<file path="src/sv/tlvd_pkg.sv">
// Shared types and codes for the TLV stream deframer.
// No dependencies.
package tlvd_pkg;

	typedef logic [2:0] event_t;
	typedef logic [2:0] phase_t;

	localparam event_t EV_HDR   = 3'd0;
	localparam event_t EV_HDONE = 3'd1;
	localparam event_t EV_VALUE = 3'd2;
	localparam event_t EV_ERR   = 3'd3;
	localparam event_t EV_IGN   = 3'd4;

	localparam phase_t PH_TYPE_FIRST = 3'd0;
	localparam phase_t PH_TYPE_EXT   = 3'd1;
	localparam phase_t PH_LEN_FIRST  = 3'd2;
	localparam phase_t PH_LEN_EXT    = 3'd3;
	localparam phase_t PH_VALUE      = 3'd4;
	localparam phase_t PH_ERROR      = 3'd5;

	localparam logic [7:0] MARK_WORD  = 8'd253;
	localparam logic [7:0] MARK_DWORD = 8'd254;

	localparam logic [2:0] EXT_WORD  = 3'd2;
	localparam logic [2:0] EXT_DWORD = 3'd4;

endpackage

</file>
<file path="src/sv/tlv_stream_deframer.sv">
// TLV stream deframer: top level, input register, per-byte decode and result register.
// Depends on tlvd_pkg.
//
// Takes one byte per item and gives one result item for each, in order. A new
// byte can be taken while the last one is decoded, unless the output stalls: a
// byte sits in the input register while the combinational decode updates the
// record state and loads the result register, so throughput is one item per
// clock while out_ready holds, and the result comes out of the result register,
// which follows the input register. The rate is set by the decode state update.
// Type and length are variable numbers (one byte below 253, 253 plus two bytes,
// 254 plus four); a bad header or an over-long length reports an error and the
// rest of the buffer comes out as ignored items. A start flag always restarts decoding.
module tlv_stream_deframer #(
	parameter int BUFFER_COUNT_BITS = 16
) (
	input  logic                clk,
	input  logic                arst_n,
	input  logic                in_valid,
	output logic                in_ready,
	input  logic [7:0]          data_byte,
	input  logic                buffer_start,
	input  logic [15:0]         buffer_length,
	output logic                out_valid,
	input  logic                out_ready,
	output tlvd_pkg::event_t    event_res,
	output logic [31:0]         record_type,
	output logic [31:0]         record_length,
	output logic [7:0]          value_out,
	output logic                value_done,
	output logic [63:0]         value_number,
	output logic                buffer_done
);
	import tlvd_pkg::*;

	localparam int CW = BUFFER_COUNT_BITS;

	// input register
	logic          valid_s1;
	logic [7:0]    byte_s1;
	logic          start_s1;
	logic [15:0]   len_s1;

	// decode state
	phase_t        phase_q;
	logic [2:0]    extra_q;
	logic [31:0]   num_acc_q;
	logic [31:0]   cur_type_q;
	logic [31:0]   cur_len_q;
	logic [31:0]   val_left_q;
	logic [CW-1:0] buf_left_q;
	logic [63:0]   val_acc_q;

	// result register
	logic          out_valid_q;
	event_t        ev_q;
	logic [31:0]   type_q;
	logic [31:0]   len_q;
	logic [7:0]    vout_q;
	logic          vdone_q;
	logic [63:0]   vnum_q;
	logic          bdone_q;

	logic advance;
	assign advance  = valid_s1 && (!out_valid_q || out_ready);
	assign in_ready = !valid_s1 || advance;

	// next-state and result values
	phase_t        n_phase;
	logic [2:0]    n_extra;
	logic [31:0]   n_num_acc;
	logic [31:0]   n_cur_type;
	logic [31:0]   n_cur_len;
	logic [31:0]   n_val_left;
	logic [CW-1:0] n_buf_left;
	logic [63:0]   n_val_acc;
	event_t        r_ev;
	logic [7:0]    r_vout;
	logic          r_vdone;
	logic          r_bdone;

	always_comb begin
		logic [CW-1:0] rem;
		logic [31:0]   rem32;
		logic [31:0]   v;
		logic [31:0]   acc_sh;
		logic [2:0]    ext_dec;
		logic          type_done;
		logic          len_done;
		logic          first_err;
		logic          first_more;
		logic [2:0]    first_ext;

		n_phase    = phase_q;
		n_extra    = extra_q;
		n_num_acc  = num_acc_q;
		n_cur_type = cur_type_q;
		n_cur_len  = cur_len_q;
		n_val_left = val_left_q;
		n_buf_left = buf_left_q;
		n_val_acc  = val_acc_q;
		r_ev       = EV_HDR;
		r_vout     = 8'd0;
		r_vdone    = 1'b0;
		r_bdone    = 1'b0;
		type_done  = 1'b0;
		len_done   = 1'b0;
		v          = 32'd0;

		if (start_s1) begin
			n_buf_left = CW'(len_s1);
			n_phase    = PH_TYPE_FIRST;
		end

		rem   = n_buf_left - CW'(1);
		rem32 = 32'(rem);

		// first byte of a variable number
		first_err  = 1'b0;
		first_more = 1'b0;
		first_ext  = EXT_WORD;
		if (byte_s1 == MARK_WORD && rem >= CW'(2)) begin
			first_more = 1'b1;
			first_ext  = EXT_WORD;
		end else if (byte_s1 == MARK_DWORD && rem >= CW'(4)) begin
			first_more = 1'b1;
			first_ext  = EXT_DWORD;
		end else if (byte_s1 >= MARK_WORD) begin
			first_err = 1'b1;
		end

		acc_sh  = {num_acc_q[23:0], byte_s1};
		ext_dec = extra_q - 3'd1;

		if (n_buf_left == '0) begin
			r_ev = EV_IGN;
		end else begin
			n_buf_left = rem;
			case (n_phase)
				PH_TYPE_FIRST: begin
					n_cur_type = 32'd0;
					n_cur_len  = 32'd0;
					n_val_acc  = 64'd0;
					if (first_err) begin
						r_ev = EV_ERR;
					end else if (first_more) begin
						n_extra   = first_ext;
						n_num_acc = 32'd0;
						n_phase   = PH_TYPE_EXT;
					end else begin
						v         = {24'd0, byte_s1};
						type_done = 1'b1;
					end
				end
				PH_TYPE_EXT: begin
					n_num_acc = acc_sh;
					n_extra   = ext_dec;
					if (ext_dec == 3'd0) begin
						v         = acc_sh;
						type_done = 1'b1;
					end
				end
				PH_LEN_FIRST: begin
					if (first_err) begin
						r_ev = EV_ERR;
					end else if (first_more) begin
						n_extra   = first_ext;
						n_num_acc = 32'd0;
						n_phase   = PH_LEN_EXT;
					end else begin
						v        = {24'd0, byte_s1};
						len_done = 1'b1;
					end
				end
				PH_LEN_EXT: begin
					n_num_acc = acc_sh;
					n_extra   = ext_dec;
					if (ext_dec == 3'd0) begin
						v        = acc_sh;
						len_done = 1'b1;
					end
				end
				PH_VALUE: begin
					r_ev       = EV_VALUE;
					r_vout     = byte_s1;
					n_val_acc  = {val_acc_q[55:0], byte_s1};
					n_val_left = val_left_q - 32'd1;
					if (n_val_left == 32'd0) begin
						r_vdone = 1'b1;
						n_phase = PH_TYPE_FIRST;
						r_bdone = (rem == '0);
					end
				end
				default: begin
					r_ev = EV_IGN;
				end
			endcase

			if (type_done) begin
				n_cur_type = v;
				n_phase    = PH_LEN_FIRST;
				if (rem == '0) begin
					r_ev = EV_ERR;
				end
			end
			if (len_done) begin
				if (v > rem32) begin
					r_ev = EV_ERR;
				end else begin
					r_ev       = EV_HDONE;
					n_cur_len  = v;
					n_val_left = v;
					n_val_acc  = 64'd0;
					if (v == 32'd0) begin
						r_vdone = 1'b1;
						n_phase = PH_TYPE_FIRST;
						r_bdone = (rem == '0);
					end else begin
						n_phase = PH_VALUE;
					end
				end
			end
			if (r_ev == EV_ERR) begin
				n_phase = PH_ERROR;
			end
		end
	end

	always_ff @(posedge clk or negedge arst_n) begin
		if (!arst_n) begin
			valid_s1 <= 1'b0;
		end else if (in_ready) begin
			valid_s1 <= in_valid;
		end
	end

	always_ff @(posedge clk) begin
		if (in_valid && in_ready) begin
			byte_s1  <= data_byte;
			start_s1 <= buffer_start;
			len_s1   <= buffer_length;
		end
	end

	always_ff @(posedge clk or negedge arst_n) begin
		if (!arst_n) begin
			phase_q    <= PH_TYPE_FIRST;
			extra_q    <= 3'd0;
			num_acc_q  <= 32'd0;
			cur_type_q <= 32'd0;
			cur_len_q  <= 32'd0;
			val_left_q <= 32'd0;
			buf_left_q <= '0;
			val_acc_q  <= 64'd0;
		end else if (advance) begin
			phase_q    <= n_phase;
			extra_q    <= n_extra;
			num_acc_q  <= n_num_acc;
			cur_type_q <= n_cur_type;
			cur_len_q  <= n_cur_len;
			val_left_q <= n_val_left;
			buf_left_q <= n_buf_left;
			val_acc_q  <= n_val_acc;
		end
	end

	always_ff @(posedge clk or negedge arst_n) begin
		if (!arst_n) begin
			out_valid_q <= 1'b0;
		end else if (advance) begin
			out_valid_q <= 1'b1;
		end else if (out_ready) begin
			out_valid_q <= 1'b0;
		end
	end

	// error and ignored items carry zeros in every field but the event code
	always_ff @(posedge clk) begin
		if (advance) begin
			ev_q <= r_ev;
			if (r_ev == EV_ERR || r_ev == EV_IGN) begin
				type_q  <= 32'd0;
				len_q   <= 32'd0;
				vout_q  <= 8'd0;
				vdone_q <= 1'b0;
				vnum_q  <= 64'd0;
				bdone_q <= 1'b0;
			end else begin
				type_q  <= n_cur_type;
				len_q   <= n_cur_len;
				vout_q  <= r_vout;
				vdone_q <= r_vdone;
				vnum_q  <= n_val_acc;
				bdone_q <= r_bdone;
			end
		end
	end

	assign out_valid     = out_valid_q;
	assign event_res     = ev_q;
	assign record_type   = type_q;
	assign record_length = len_q;
	assign value_out     = vout_q;
	assign value_done    = vdone_q;
	assign value_number  = vnum_q;
	assign buffer_done   = bdone_q;

endmodule
</file>
<file path="config.mk">
export PLATFORM = sky130hd
export DESIGN_NAME = tlv_stream_deframer
export DESIGN_NICKNAME = d
export VERILOG_FILES = /design/src/sv/tlvd_pkg.sv /design/src/sv/tlv_stream_deframer.sv
export SDC_FILE = /design/constraint.sdc
export NUM_CORES = 1
export LEC_CHECK = 0
export BUFFER_PORTS_ARGS = -buffer_cell sky130_fd_sc_hd__buf_2
export CORE_MARGIN = 8
export CORE_UTILIZATION = 54
export DETAILED_ROUTE_END_ITERATION = 8
export PLACE_DENSITY = 0.78
export REMOVE_ABC_BUFFERS = 1
export SLEW_MARGIN = 20
export SYNTH_ARGS = -nofsm -noshare
export SYNTH_HDL_FRONTEND = slang
export SYNTH_SLANG_ARGS = --single-unit
export TNS_END_PERCENT = 50
</file>
<file path="constraint.sdc">
create_clock -name clk -period 5.3 [get_ports clk]
set_input_delay 0.795 -clock clk [delete_from_list [all_inputs] [get_ports clk]]
set_output_delay 0.795 -clock clk [all_outputs]
set_load 0.01 [all_outputs]
</file>
# After elaboration in Yosys (flattened, before gate mapping)
# Cells that the tools add are included.
# classes
addsub	3
magnitude_cmp	4
n_eq_ne	11
muxes	74
bitwise	2
n_reduce_logical	23
# op_table
op	count
32-bit 2-to-1 mux	12
64-bit 2-to-1 mux	3
64-bit one-hot mux with 2 select lines	1
32-bit zero test	2
32-bit one-hot mux with 2 select lines	1
3-bit 2-to-1 mux	21
24-bit 2-to-1 mux	2
24-bit one-hot mux with 2 select lines	1
32-bit by 16-bit > comparator with 1-bit output	1
16-bit zero test	2
16-bit 2-to-1 mux	2
32-bit by 1-bit subtractor with 32-bit output, second input constant	1
1-bit 2-to-1 mux	22
3-bit one-hot mux with 3 select lines	2
8-bit equality test, second input constant	2
16-bit by 2-bit greater-or-equal comparator with 1-bit output, second input constant	1
16-bit by 3-bit greater-or-equal comparator with 1-bit output, second input constant	1
8-bit 2-to-1 mux	2
16-bit by 1-bit subtractor with 16-bit output, second input constant	1
3-bit by 2-bit equality test with 1-bit output, second input constant	4
8-bit greater-or-equal comparator, second input constant	1
3-bit equality test, second input constant	2
3-bit zero test	2
3-bit one-hot mux with 2 select lines	1
other kinds (15)	27
# totals
regBits	374
input_bits	29
out_inout_bits	143
word_cells	137

# Longest topological paths before layout
# depth
ltp_word	18
depth_mapped	24
depth_no_buf	17

# Worst setup path after synthesis
# OpenSTA, ideal clock, no wires.
# synth_path
path_type	input to register
start	input port out_ready
end	register num_acc_q[10]
setup_ps	79
arrival_ps	5597
required_ps	5221
path_slack_ps	-376
stages	8
path_buffers	2
cell_sequence	nand2b_1 nand2_1 inv_1 nand2_1 a211oi_1 buf_1 buf_2 mux2i_1
# synth_between
elab_chain_len	3
# synth_rtl
element	line	text
start: declaration	tlv_stream_deframer.sv:24	input logic out_ready,
1-bit logical OR	tlv_stream_deframer.sv:64	assign advance = valid_s1 && (!out_valid_q || out_ready);
1-bit logical AND	tlv_stream_deframer.sv:64	
via advance	tlv_stream_deframer.sv:63	logic advance;
5-bit AND reduction (no line)	-	
end signal: assignment	tlv_stream_deframer.sv:257	num_acc_q <= n_num_acc;
end: declaration	tlv_stream_deframer.sv:46	logic [31:0] num_acc_q;
# The timed path passes the listed nets, and every way through them passes these cells.
# A chain may end at the register's enable or synchronous reset.

# Final worst setup path
# layout_path
start	register start_s1
end	register len_q[10], in the netlist record_length[10] (data pin)
# layout_between
elab_chain_len	17
elab_cells_between_ends	46
classes_between	1 x add/sub; 3 x order compare; 6 x eq/ne; 28 x mux; 8 x reduce/logical
# layout_rtl
element	line	text
start: declaration	tlv_stream_deframer.sv:40	logic start_s1;
start signal: assignment	tlv_stream_deframer.sv:239	start_s1 <= buffer_start;
16-bit 2-to-1 mux	tlv_stream_deframer.sv:109	if (start_s1) begin
16-bit by 1-bit subtractor with 16-bit output	tlv_stream_deframer.sv:114	rem = n_buf_left - CW'(1);
16-bit by 3-bit greater-or-equal comparator with 1-bit output	tlv_stream_deframer.sv:124	end else if (byte_s1 == MARK_DWORD && rem >= CW'(4)) begin
1-bit logical AND	tlv_stream_deframer.sv:124	
1-bit 2-to-1 mux	tlv_stream_deframer.sv:124	
1-bit 2-to-1 mux	tlv_stream_deframer.sv:121	if (byte_s1 == MARK_WORD && rem >= CW'(2)) begin
8-bit 2-to-1 mux	tlv_stream_deframer.sv:145, tlv_stream_deframer.sv:165	
8-bit 2-to-1 mux	tlv_stream_deframer.sv:143	if (first_err) begin
32-bit one-hot mux with 2 select lines	tlv_stream_deframer.sv:138	case (n_phase)
32-bit 2-to-1 mux	tlv_stream_deframer.sv:134	if (n_buf_left == '0) begin
32-bit by 16-bit > comparator with 1-bit output	tlv_stream_deframer.sv:206	if (v > rem32) begin
2-bit 2-to-1 mux	tlv_stream_deframer.sv:206	
3-bit 2-to-1 mux	tlv_stream_deframer.sv:205	if (len_done) begin
3-bit 2-to-1 mux (2 in series)	tlv_stream_deframer.sv:134	
3-bit by 2-bit equality test with 1-bit output / 3-bit equality test (equally long branches)	tlv_stream_deframer.sv:280	if (r_ev == EV_ERR || r_ev == EV_IGN) begin
1-bit logical OR	tlv_stream_deframer.sv:280	
end signal: assignment	tlv_stream_deframer.sv:289	len_q <= n_cur_len;
end: declaration	tlv_stream_deframer.sv:57	logic [31:0] len_q;
# Parallel ways exist; a longest one is shown, timed or not. The select of a mux whose other input is x is not followed.

==> results.yml <==
timing:
  setup_viol: 0
  period_needed_ps: 4930
  hold_viol: 0
  fmax_mhz: 203
  fin_ws_ps: 372
  slew_headroom: 0.274
  final.setup_skew_ps: 17.2
  finalCritPeriodShare: 0.930
  hold_slack_ps: 316
  rsz0062_at_grt: "false"
  timing_worst_slew_pin_value_ps: 1080
  final_max_slew_viol_count: 0
final_layout:
  final-seq-area_mm2: 0.0102
  final_area_mm2: 0.0200
  drive_above_1_share: 0.171
  fin_nets: 1781
  syn_to_final_growth_pct: 14.8
  num-fill-cells: 2558
  multi_input_area_mm2: 0.00637
detailed_routing:
  post_drt_via_cell_ratio: 6.26
  drt.antenna.violating_nets: 0
  firstDrtPassIters: 6
  routed_wl_mm: 45.6
  drt_iter0_drc: 1597
  dr_total_vias: 13578
  wl_per_cell_um: 21.0
  drc: 0
grt:
  grt_max_degree: 87
  grt_pass1_vias: 13362
  gr-total-overflow: 0
  grt_usage: 0.234
  grt_pass1_wl_mm: 73.2
  antenna_found_initial: 1
synth:
  ys_seq_area_frac: 0.584
  synth-edff-count: 166
  netlist_area_mm2: 0.0175
  async_reset_ff_frac: 0.556
  synth_cell_types: 68
  synth.most_common_cell: "dfrtp_1"
  synth_top_area_share: 0.298
  yosysWarningCount: 0
  synthTopCellsByArea: "dfrtp_1, edfxtp_1, a22o_1, o31ai_1, inv_1"
  yosys-top-cells-count: "dfrtp_1, edfxtp_1, inv_1"
  synthFlopType: "dfrtp_1"
  synth-seq-cells: 374
  synthCells: 1584
  post-synth-top-area-cell: "dfrtp_1"
  syn_area_per_cell_um2: 11.0
power:
  power_density_mw_per_mm2: 410
  ir_worst_vdd_mv: 0.259
  power.leakage_nw: 8.31
critical_path:
  critPathTopFamily: "simple AND/OR/NAND/NOR gates"
  rrSetupSlack_ps: 370
  worst-path-buf-inv: 3
  crit_fanout: 36
  path_cells: "buf_4 -> or4_1 -> a222oi_1 -> nand4_1 -> xnor2_1 -> inv_1 -> ha_1 -> nand4_1 -> or2_2 -> o31ai_2 -> and3_1 -> buf_4 -> nand3_1 -> a211oi_1"
  critPathArrivalTime_ps: 5230
  cp_slowest_cell: "a222oi_1"
  endpoint_kind: "flop"
  crit_type: "flop to flop"
  crit_required_ps: 5600
  start_kind: "flop"
  cpPeakStageDelay_ps: 590
place:
  gp_congestion: 0.923
  dp_hpwl_mm: 29.8
  io_buffer_count: 171
  place_area_mm2: 0.0188
  pre_cts_slack_ps: 127
flow_run:
  drv_cap: 0
min_path:
  hp-class: "input pin to asynchronous set/reset pin"
clocking:
  ctsHoldBuffers: 0
  cts_buffer_depth: 3
  clk_latency_ps: 530
  cts_tree: "done"
  cts_made_buffers: 39
  cts-htree-levels: 2
  cts_root_buffer: "clkbuf_16"
  clk_pin_slew_ps: 60
  cts.sinks: 374
floorplan:
  pin_count: 172
  core_area_mm2: 0.0322
  start_util: 0.542
  rows: 66
  die_h_um: 196
  die_w_um: 196
  dieArea_mm2: 0.0383
run_status:
  status: "finished, final reports clean"
==> worst paths after layout <==
check / depth (start not counted) / to / start
min reg2reg: 1 / cur_len_q[27] / cur_len_q[27]
min in group clk: 1 / len_s1[5] / buffer_length[5]
max reg2reg: 14 / record_length[10] / start_s1
max in group asynchronous: 2 / val_acc_q[16] / arst_n
max: 14 / record_length[10] / start_s1
min: 1 / val_acc_q[53] / arst_n
==> state kept, by name, summed over array words and instances, names as in the netlist, 24 cells and up <==
signal / count
num_acc_q: 24
record_type: 32
record_length: 32
value_number: 64
cur_type_q: 32
cur_len_q: 32
val_left_q: 32
val_acc_q: 64
==> power breakdown <==
group / switching, mW / internal [mW] / total, mW
sequential: 0.345 / 3.42 / 3.76
clock: 1.10 / 1.46 / 2.56
combinational: 1.29 / 0.609 / 1.90
total: 2.74 / 5.49 / 8.22
==> through the flow <==
| stage | util | instances | power [mW] | TNS [ps] |
|---|---|---|---|---|
| after global routing | 0.622 | 2168 | 8.60 | 0 |
| after detailed placement | 0.584 | 2093 | 5.66 | 0 |
| after floorplan | - | 1467 | 4.87 | -797320 |
| final | 0.622 | 2169 | 8.22 | 0 |
| after global placement | 0.584 | 2093 | 5.60 | 0 |
| after CTS | 0.621 | 2164 | 8.23 | 0 |
==> layout make-up <==
type | instances | share of cell area
inverter | 132 | 0.0250
multi-input combinational | 961 | 0.318
tap | 408 | 0.0255
sequential | 374 | 0.509
clock inverter | 9 | 0.00362
timing repair buffer | 221 | 0.0633
clock buffer | 62 | 0.0560
antenna | 2 | 0.000250
==> routing by layer <==
metal  GRT usage  share of wire  up-vias
met5           0              0        -
met4      0.0997          0.040        0
met3      0.0418          0.077      135
met2       0.376           0.47      651
met1       0.309           0.41     6596
li1            -              -     6196
==> repair_timing <==
| action | 4_1_cts | 5_1_grt |
|---|---|---|
| endpoints found under the setup margin | 0 | 225 |
| setup buffers | 0 | 3 |
| resized for setup | 0 | 2 |
==> placed cells by master, fill, tap and decap left out, drive strengths merged, types with 6 or more instances in the layout <==
cell | Yosys | layout
o31ai | 88 | 88
nand2b | 6 | 6
nor4 | 14 | 14
o22a | 8 | 8
buf | 29 | 220
edfxtp | 166 | 166
nand4 | 15 | 15
a22oi | 38 | 38
dfrtp | 208 | 208
nand3 | 94 | 94
a32oi | 8 | 8
and2 | 21 | 21
clkbuf | 88 | 63
a211oi | 24 | 24
nor3 | 73 | 73
or4 | 12 | 12
ha | 23 | 23
a21oi | 27 | 27
clkinv | 1 | 10
nand2 | 109 | 109
or3 | 14 | 14
a22o | 86 | 86
inv | 131 | 130
xnor2 | 13 | 13
mux2i | 37 | 37
o21ai | 83 | 83
o2bb2ai | 19 | 19
xor2 | 6 | 6
a21o | 11 | 11
a31oi | 7 | 7
and3 | 13 | 13
nor2 | 44 | 44
==> cells by family (layout without fill, tap and decap cells) <==
group | count (synthesis) | count (layout) | synth area share
AO/OA/AOI/OAI | 437 | 437 | 0.183
XOR/XNOR | 19 | 19 | 0.00953
adder cells (fa/ha/maj) | 23 | 23 | 0.0165
buffers and inverters | 249 | 424 | 0.0563
flip-flops | 374 | 374 | 0.584
multiplexers | 41 | 41 | 0.0238
other | 0 | 2 | 0
AND/OR/NAND/NOR | 441 | 441 | 0.127
(Power assumes the default switching activity.)
